$ cat src/sv/lindblad_liouvillian_term_top_defines.svh
// Assertion macros for the Liouvillian term block.
// Uses clk and rst_n of the module that includes it.
`ifndef LINDBLAD_LIOUVILLIAN_TERM_TOP_DEFINES_SVH
`define LINDBLAD_LIOUVILLIAN_TERM_TOP_DEFINES_SVH

`define LBT_ASSERT_IMPL(lbl, ante, cons) \
  lbl: assert property (@(posedge clk) disable iff (!rst_n) (ante) |-> (cons)) \
    else $error("assertion failed");

`define LBT_ASSERT_NEXT(lbl, ante, cons) \
  lbl: assert property (@(posedge clk) disable iff (!rst_n) (ante) |=> (cons)) \
    else $error("assertion failed");

`endif

$ cat src/sv/lbt_mem.sv
// Complex entry store: one write port, two registered read ports.
// No dependencies.
module lbt_mem #(
  parameter int W = 65,
  parameter int DEPTH = 64,
  localparam int AW = (DEPTH > 1) ? $clog2(DEPTH) : 1
) (
  input  logic          clk,
  input  logic          we,
  input  logic [AW-1:0] waddr,
  input  logic [W-1:0]  wdata,
  input  logic [AW-1:0] ra_addr,
  input  logic [AW-1:0] rb_addr,
  output logic [W-1:0]  qa,
  output logic [W-1:0]  qb
);

  logic [W-1:0] mem [DEPTH];

  always_ff @(posedge clk) begin
    if (we) begin
      mem[waddr] <= wdata;
    end
    qa <= mem[ra_addr];
    qb <= mem[rb_addr];
  end

endmodule

$ cat config.mk
export PLATFORM = sky130hd
export DESIGN_NAME = lbt_mem
export DESIGN_NICKNAME = d
export VERILOG_FILES = /design/src/sv/lindblad_liouvillian_term_top_defines.svh /design/src/sv/lbt_mem.sv
export SDC_FILE = /design/constraint.sdc
export NUM_CORES = 2
export LEC_CHECK = 0
export BUFFER_PORTS_ARGS = -buffer_cell sky130_fd_sc_hd__buf_2
export CAP_MARGIN = 20
export CORE_MARGIN = 5
export CORE_UTILIZATION = 37
export DETAILED_ROUTE_END_ITERATION = 8
export SYNTH_ARGS = -nofsm -noshare
export SYNTH_HDL_FRONTEND = slang
export SYNTH_MEMORY_MAX_BITS = 65536
export SYNTH_SLANG_ARGS = --single-unit
$ cat constraint.sdc
create_clock -name clk -period 8.2 [get_ports clk]
set_clock_uncertainty 0.05 [all_clocks]
set_input_delay 0.41 -clock clk [delete_from_list [all_inputs] [get_ports clk]]
set_output_delay 0.41 -clock clk [all_outputs]
set_load 0.02 [all_outputs]
==> flow_metrics.env <==
export IMPL_status="finished, final reports clean"
export IMPL_critPathArrivalTime_ns=5.46
export IMPL_drive_gt1_share_pct=35.8
export IMPL_cp_end_kind="flop"
export IMPL_rows=265
export IMPL_cts_sinks=4290
export IMPL_synth_seq_area_share_pct=66.0
export IMPL_clockBufferDepth=4
export IMPL_postRouteAntennaNets=0
export IMPL_worstPathRequired_ns=9.01
export IMPL_first_pass_iters=6
export IMPL_routed_wl_um=731000
export IMPL_r2r_worst_path_cells=5
export IMPL_synth_largest_area_cell="edfxtp_1"
export IMPL_nFillCells=44843
export IMPL_crit_path_max_fanout=27
export IMPL_worstSetupPathType="in -> reg"
export IMPL_syn2layout_area_growth_pct=13.6
export IMPL_dp_hpwl_um=413000
export IMPL_path_cells="dlygate4sd3_1 -> buf_4 -> buf_4 -> nand4b_1 -> buf_4 -> o22ai_1 -> nor4_1 -> a21oi_1 -> nor3_1"
export IMPL_grt_max_degree=127
export IMPL_slowest_stage="nand4b_1"
export IMPL_drc=0
export IMPL_grt_pass1_wl_um=983000
export IMPL_worst_ir_drop_vdd_v=0.000200
export IMPL_fin_crit_sh_pct=56.7
export IMPL_slew_headroom_pct=13.4
export IMPL_worst_hold_slack_ns=0.00125
export IMPL_synth_area_sq_mm=0.193
export IMPL_synthArstFlopShare_pct=0
export IMPL_reg2reg_slack_ns=5.73
export IMPL_tns_ns=0
export IMPL_antenna_found_initial=107
export IMPL_synth_nets=9504
export IMPL_drt_initial_drc_count=19243
export IMPL_ioPinCount=215
export IMPL_die_w_um=733
export IMPL_ys_seq_elements=4290
export IMPL_die_area_sq_mm=0.537
export IMPL_cts_tree="built"
export IMPL_cap_violations=0
export IMPL_path_buf_inv=4
export IMPL_final_common_cell="edfxtp_1"
export IMPL_rsz0062_at_grt="no"
export IMPL_min_path_cells=1
export IMPL_vias_per_cell=6.69
export IMPL_core_area_sq_mm=0.521
export IMPL_power_leakage_nw=68.3
export IMPL_root_buffer="clkbuf_16"
export IMPL_synth_main_ff_cell="edfxtp_1"
export IMPL_cpMostUsedCell="buf_4"
export IMPL_initial_core_util_pct=37.1
export IMPL_ys_types=50
export IMPL_p_per_area_mw_per_mm2=225
export IMPL_critPathTopFamily="buffers and inverters"
export IMPL_wl_per_cell_um=42.4
export IMPL_yosys_top_cells_area="edfxtp_1, mux4_2, mux2i_1"
export IMPL_cp_num_cells=9
export IMPL_synth_top_area_share_pct=64.7
export IMPL_syn_area_per_cell_sq_um=20.5
export IMPL_htreeDepth=5
export IMPL_fin_crit_ns=4.65
export IMPL_slew_violations=0
export IMPL_port_buffers=214
export IMPL_slowest_delay_ns=1.00
export IMPL_hp_class="in -> reg"
export IMPL_worstSetupStartpointType="primary input"
export IMPL_grt_overflow=0
export IMPL_clkLatencyLatePin_ns=1.11
export IMPL_worstMarginPinSlew_ns=1.30
export IMPL_final_cell_mix="edfxtp_1, mux4_2, mux2i_1"
export IMPL_chipHeight_um=733
export IMPL_vias=115248
export IMPL_max_freq_ghz=0.215
export IMPL_clkTransAtPathRegs_ns=0.06
export IMPL_grt_pass1_vias=113306
export IMPL_finalSetupViolCount=0
export IMPL_hold_violations=0
export IMPL_gp_congestion=0.842
export IMPL_synth_edf_count=4160
export IMPL_numCtsBuffers=449
export IMPL_grt_util_all_layers_pct=26.5
export IMPL_yosys_warnings=0
export IMPL_synth_cells=9419
export IMPL_finalNetCount=9775
[synthesized netlist by cell type, drive strengths merged, types with 18 or more instances]
library cell,instances
nor4,76
a32oi,18
mux4,1916
edfxtp,4160
and3,51
and2,21
nor3,42
a211o,57
a221oi,132
o21ai,156
mux2i,458
nand2,129
o22a,24
mux2,361
buf,537
a211oi,23
clkbuf,229
o22ai,423
nand2b,19
nor2,150
o221ai,89
dfxtp,130
a21oi,118
[final cells by class]
cell class / count / area [sq um] / area share, %
Sequential cell: 4290 / 128000 / 58.1
Clock buffer: 603 / 12400 / 5.63
Antenna cell: 193 / 483 / 0.220
Timing Repair Buffer: 586 / 5520 / 2.51
Tap cell: 6942 / 8690 / 3.96
Inverter: 2 / 15.0 / 0.00684
Multi-Input combinational cell: 4361 / 62500 / 28.5
Clock inverter: 240 / 2490 / 1.13
[state kept, by name, indices dropped and copies added, names as in the netlist]
signal,flops
mem,4160
qb,65
qa,65
[report_power, final]
group	total [mW]	switching [mW]	internal, mW
Sequential	24.6	0.336	24.3
Clock	20.8	8.84	11.9
Combinational	4.01	2.50	1.50
[stage by stage]
stage | area (sq um) | total power, mW | worst slack, ns | utilization (%) | cells
2_1_floorplan | 193000 | 27.1 | 2.26 | - | 9419
3_3_place_gp | 203000 | 29.0 | 3.30 | 39.0 | 16103
3_5_place_dp | 203000 | 29.0 | 3.31 | 39.0 | 16109
4_1_cts | 218000 | 49.5 | 3.74 | 41.9 | 16957
5_1_grt | 219000 | 50.6 | 3.76 | 42.2 | 17162
6_report | 220000 | 49.4 | 3.55 | 42.2 | 17217
[path summary, 6_finish.rpt]
kind	from	to
max	rb_addr[4]	qb[16]
min	wdata[26]	mem[0][26]
max reg2reg	mem[37][51]	qa[51]
min reg2reg	mem[6][9]	qa[9]
[what timing repair did]
| item | CTS | global route |
|---|---|---|
| gates resized for setup | 0 | 0 |
| buffers inserted | 0 | 0 |
| endpoints found under the hold margin | 51 | 1903 |
| hold buffers | 5 | 32 |
[per-layer routing]
| layer | wire length, um | GRT usage [%] | up-vias |
|---|---|---|---|
| met1 | 261000 | 35.3 | 62278 |
| met3 | 91400 | 6.24 | 1688 |
| met5 | 360 | 0 | - |
| li1 | - | - | 42112 |
| met4 | 40400 | 13.7 | 56 |
| met2 | 338000 | 40.7 | 9114 |
[logic make-up (layout without fill, tap and decap cells)]
group / after synthesis / after routing / share of synthesized area [%]
other: 0 / 193 / 0
multiplexers: 2735 / 2735 / 26.8
buffers and inverters: 768 / 1431 / 2.00
flip-flops: 4290 / 4290 / 66.0
AND/OR/NAND/NOR: 550 / 550 / 1.42
AO/OA/AOI/OAI: 1076 / 1076 / 3.77
Power figures use the tool's default switching activity.
