--- config.mk ---
export PLATFORM = sky130hd
export DESIGN_NAME = lbt_mac
export DESIGN_NICKNAME = d
export VERILOG_FILES = /design/src/sv/lindblad_liouvillian_term_top_defines.svh /design/src/sv/lbt_pkg.sv /design/src/sv/lbt_mac.sv
export SDC_FILE = /design/constraint.sdc
export NUM_CORES = 2
export LEC_CHECK = 0
export BUFFER_PORTS_ARGS = -buffer_cell sky130_fd_sc_hd__buf_4
export CAP_MARGIN = 20
export CORE_MARGIN = 4
export CORE_UTILIZATION = 45
export CTS_CLUSTER_SIZE = 30
export DETAILED_ROUTE_END_ITERATION = 8
export SYNTH_ARGS = -nofsm -noshare
export SYNTH_HDL_FRONTEND = slang
export SYNTH_SLANG_ARGS = --single-unit
--- constraint.sdc ---
create_clock -name clk -period 17.8 [get_ports clk]
set_clock_uncertainty 0.1 [all_clocks]
set_input_delay 3.56 -clock clk [delete_from_list [all_inputs] [get_ports clk]]
set_output_delay 3.56 -clock clk [all_outputs]
set_load 0.02 [all_outputs]
--- src/sv/lindblad_liouvillian_term_top_defines.svh ---
// Assertion macros for the Liouvillian term block.
// Uses clk and rst_n of the module that includes it.
`ifndef LINDBLAD_LIOUVILLIAN_TERM_TOP_DEFINES_SVH
`define LINDBLAD_LIOUVILLIAN_TERM_TOP_DEFINES_SVH

`define LBT_ASSERT_IMPL(lbl, ante, cons) \
  lbl: assert property (@(posedge clk) disable iff (!rst_n) (ante) |-> (cons)) \
    else $error("assertion failed");

`define LBT_ASSERT_NEXT(lbl, ante, cons) \
  lbl: assert property (@(posedge clk) disable iff (!rst_n) (ante) |=> (cons)) \
    else $error("assertion failed");

`endif

--- src/sv/lbt_pkg.sv ---
// Types, codes and helpers for the Liouvillian term block.
// No dependencies.
package lbt_pkg;

  localparam logic [1:0] CMD_WR_OP   = 2'd0;
  localparam logic [1:0] CMD_WR_RHO  = 2'd1;
  localparam logic [1:0] CMD_COMPUTE = 2'd2;

  localparam logic CFG_TERM_MODE  = 1'b0;
  localparam logic CFG_MATRIX_DIM = 1'b1;

  localparam int ACC_W = 66;
  localparam int WIDE_W = 72;

  typedef struct packed {
    logic signed [31:0] re;
    logic signed [31:0] im;
    logic               sat;
  } ent_t;

  typedef struct packed {
    logic signed [32:0] re;
    logic signed [32:0] im;
    logic               sat;
  } opnd_t;

  typedef struct packed {
    logic signed [31:0] v;
    logic               c;
  } sat_t;

  typedef enum logic [1:0] {MAC_RR, MAC_II, MAC_RI, MAC_IR} mac_op_t;

  typedef struct packed {
    logic    en;
    logic    clr;
    mac_op_t op;
  } mac_ctl_t;

  typedef enum logic [2:0] {SRC_OP, SRC_OPDAG, SRC_RHO, SRC_A, SRC_B} src_t;

  typedef enum logic [2:0] {PASS_OR, PASS_RO, PASS_AD, PASS_DO, PASS_FIN} pass_t;

  typedef enum logic [2:0] {
    ST_IDLE, ST_RD, ST_MUL, ST_DOTEND, ST_FRD, ST_FLAT, ST_EMIT
  } state_t;

  function automatic sat_t sat32(input logic signed [WIDE_W-1:0] v);
    sat_t s;
    if (v > WIDE_W'(64'sd2147483647)) begin
      s.v = 32'sh7fffffff;
      s.c = 1'b1;
    end else if (v < -WIDE_W'(64'sd2147483648)) begin
      s.v = 32'sh80000000;
      s.c = 1'b1;
    end else begin
      s.v = v[31:0];
      s.c = 1'b0;
    end
    return s;
  endfunction

endpackage

--- src/sv/lbt_mac.sv ---
// Shared complex multiply-accumulate unit: one real product per cycle,
// rounded and added into real or imaginary accumulator. Uses lbt_pkg.
module lbt_mac #(
  parameter int FRAC_BITS = 28
) (
  input  logic                            clk,
  input  logic                            rst_n,
  input  lbt_pkg::mac_ctl_t               ctl,
  input  lbt_pkg::opnd_t                  a,
  input  lbt_pkg::opnd_t                  b,
  output logic signed [lbt_pkg::ACC_W-1:0] acc_re,
  output logic signed [lbt_pkg::ACC_W-1:0] acc_im
);

  logic signed [32:0] x, y;
  logic signed [65:0] prod_r;
  logic signed [66:0] rnd;
  lbt_pkg::mac_op_t   tag_r;
  logic               vld_r;
  logic signed [lbt_pkg::ACC_W-1:0] acc_re_r, acc_im_r;

  always_comb begin
    case (ctl.op)
      lbt_pkg::MAC_RR: begin x = a.re; y = b.re; end
      lbt_pkg::MAC_II: begin x = a.im; y = b.im; end
      lbt_pkg::MAC_RI: begin x = a.re; y = b.im; end
      default:         begin x = a.im; y = b.re; end
    endcase
  end

  assign rnd = (67'(prod_r) + (67'sd1 <<< (FRAC_BITS - 1))) >>> FRAC_BITS;

  always_ff @(posedge clk) begin
    if (!rst_n) begin
      vld_r <= 1'b0;
    end else begin
      vld_r <= ctl.en;
    end
    if (ctl.en) begin
      prod_r <= x * y;
      tag_r  <= ctl.op;
    end
    if (ctl.clr) begin
      acc_re_r <= '0;
      acc_im_r <= '0;
    end else if (vld_r) begin
      case (tag_r) inside
        lbt_pkg::MAC_RR: acc_re_r <= acc_re_r + lbt_pkg::ACC_W'(rnd);
        lbt_pkg::MAC_II: acc_re_r <= acc_re_r - lbt_pkg::ACC_W'(rnd);
        lbt_pkg::MAC_RI, lbt_pkg::MAC_IR: acc_im_r <= acc_im_r + lbt_pkg::ACC_W'(rnd);
        default: acc_re_r <= acc_re_r;
      endcase
    end
  end

  assign acc_re = acc_re_r;
  assign acc_im = acc_im_r;

endmodule

==> results.md <==
- Post-synthesis mux area share: 0.0254
- Skew-Pair Late Insertion Delay: 0.47 ns
- Asr flop ratio synth: 0
- Post-synthesis adder-cell area fraction: 0.513
- Critical path's largest stage delay: 1.06 ns
- EDFF count, synth: 41
- Aggregate global-route resource usage: 0.289
- Fillcell total: 11300
- Initial antenna violation count: 1
- Clk slew on worst S/H paths: 0.07 ns
- Status: finished clean
- Worst setup EP type: register
- Drt first pass iters: 6
- Relative slew margins: 0.147
- Final Max Slew Viols: 0
- Complex-gate fraction of the synthesized area: 0.0931
- Final period utilization: 0.833
- Post_cts resized: 0
- Unique cell type count in the Yosys netlist: 83
- Grt total ovfl: 0
- CTS root buf: clkbuf_16
- WP depth: 32
- Cell taking the most area after synthesis: fa_1
- Vias/cell: 5.58
- Rows: 125
- Largest net degree at the start of global routing: 74
- Residual DRC: 0
- Worst Hold Path Cells: 2
- Placed Area: 0.0569 sq mm
- Die Y: 352 microns
- Min Tclk post-route: 14.82 ns
- CTS Sinks: 174
- Register area: 0.00389 sq mm
- Drt total wl: 176 mm
- Remaining antenna violation count after routing: 0
- CTS Buf Count: 17
- CORE AREA: 0.117 sq mm
- Routed len/inst: 22.5 microns
- Setup Fix Bufs, Post-CTS: 0
- Simple-gate share of the synthesized area: 0.152
- Fin util: 0.493
- Post-Synthesis Cells: 6190
- CTS Buffer Depth: 2
- Antenna cells: 0
- CTS tree: done
- Mean Syn Cell Area: 8.58 sq um
- Worst EP required: 17.94 ns
- First-pass GRT wire length: 270 mm
- Worst hold slack: 0.377 ns
- IO Pins: 272
- Crit path max-delay family: adder cells
- Sequential element share of the synthesized area: 0.0733
- Fin Setup TNS: 0 ns
- Nets@finish: 7901
- Top post-synthesis cells by area: fa_1, inv_1, ha_1
- RSZ-0062 raised after global routing: no
- Area share of the largest cell type after synthesis: 0.432
- Largest family of logic cells by synthesized area: adder cells
- Most used flip-flop cell after synthesis: dfxtp_1
- Buffers on Ports: 269
- Share of post-route cells with drive strength above 1: 0.0855
- Most frequent CP cell: fa_1
- CP arrival: 14.97 ns
- Area Overhead vs Synth: 8.30%
- Gp weighted congestion: 0.920
- Drt initial violations: 3570
- Die width: 352 microns
- CTS Hold Bufs: 0
- Ys Warns: 0
- Max Fclk: 67.5 MHz
- HP Class: register to register
- Maxcap violations: 0
- CP Max Fanout: 39
- CP startpoint kind: input port
- Post-DP HPWL: 136 mm
- Final setup fails: 0
- Setup Crit Path Kind: input port to register
- R2r worst-path depth: 27
- Slowest-stage cell, CP: o41ai_1
- Synth cell count leaders: inv_1, fa_1, nand2_1, nor2_1, ha_1
- Post-route cell area: 0.0575 sq mm
- Synth Cell Area: 0.0531 sq mm
- Starting Density: 0.455
- Syn_nets: 7822
- Final Hold Fails: 0
- Critical path buffers and inverters: 9
- Multi-input combinational cell area: 0.0442 sq mm
- Yosys reg bits: 174
- Die area: 0.124 sq mm
- XOR/XNOR Fraction of Synth Area: 0.0406
- Worst slew pin tran: 1.26 ns
- Vias in the first global route: 45300
- Top-count cell post-synth: inv_1
- Htree depth: 4
- Vias: 43600
area by class of cell:
class                           instances  share of cell area
Clock inverter                         13             0.00261
Tap cell                             1524              0.0331
Clock buffer                           19             0.00787
Timing Repair Buffer                  344              0.0451
Inverter                             1162              0.0758
Sequential cell                       174              0.0677
Multi-Input combinational cell       4570               0.768
cell usage in the layout, fill, tap and decap left out, types with 23 or more instances in the layout:
| cell type | count |
|---|---|
| nand3_1 | 69 |
| nand2b_1 | 29 |
| nor3_1 | 42 |
| nand2_1 | 844 |
| ha_1 | 345 |
| a21oi_1 | 306 |
| and3_1 | 23 |
| a211oi_1 | 23 |
| inv_1 | 1161 |
| a31oi_1 | 45 |
| o21ai_0 | 134 |
| xnor2_1 | 166 |
| xor2_1 | 80 |
| nor2_1 | 706 |
| and2_1 | 23 |
| fa_1 | 1146 |
| o21bai_1 | 28 |
| dfxtp_1 | 133 |
| a21o_1 | 125 |
| mux2_2 | 59 |
| mux2i_1 | 25 |
| buf_4 | 343 |
| edfxtp_1 | 41 |
| nand4_1 | 57 |
registers in the layout, indices dropped and copies added (netlist names):
signal  count
tag_r       2
prod_r     39
acc_re     66
acc_im     66
vld_r       1
worst register-to-register path, delay by kind of cell (launching register included):
family,cells,cell delay (ns)
flip-flops,1,0.47
XOR/XNOR,2,0.60
AND/OR/NAND/NOR,12,3.58
AO/OA/AOI/OAI,10,2.37
buffers and inverters,1,0.22
adder cells (fa/ha/maj),2,0.77
cells by family (layout without fill, tap and decap cells):
| group | after synthesis | in the layout |
|---|---|---|
| buffers and inverters | 1446 | 1538 |
| adders and majority gates | 1492 | 1492 |
| and+or+nand+nor | 1907 | 1907 |
| AOI/OAI and AO/OA | 798 | 798 |
| xor gates and xnor gates | 246 | 246 |
| DFF | 174 | 174 |
| muxes | 127 | 127 |
metrics by stage:
stage	setup slack, ns	std cells
after detailed placement	2.76	7773
after CTS	3.25	7805
after global placement	2.84	7773
after global routing	2.77	7806
final	2.98	7806
after floorplan	4.95	6190
metal layers:
| metal | vias to the layer above | wire, microns | track usage |
|---|---|---|---|
| met3 | 352 | 18400 | 0.0748 |
| met4 | 2 | 7590 | 0.103 |
| li1 | 19300 | - | - |
| met1 | 21900 | 72500 | 0.389 |
| met5 | - | 11 | 0 |
| met2 | 2072 | 77300 | 0.454 |
final timing paths:
check,startpoint,endpoint,slack [ns]
worst min register to register,acc_im[43],acc_im[43],0.38
worst max register to register,prod_r[27],acc_re[64],9.54
worst min-delay path,acc_im[43],acc_im[43],0.38
worst max-delay path,ctl[0],prod_r[62],2.98
Power is not shown: default switching activity piles up to over one toggle a cycle in this logic, so the estimate is an artifact.
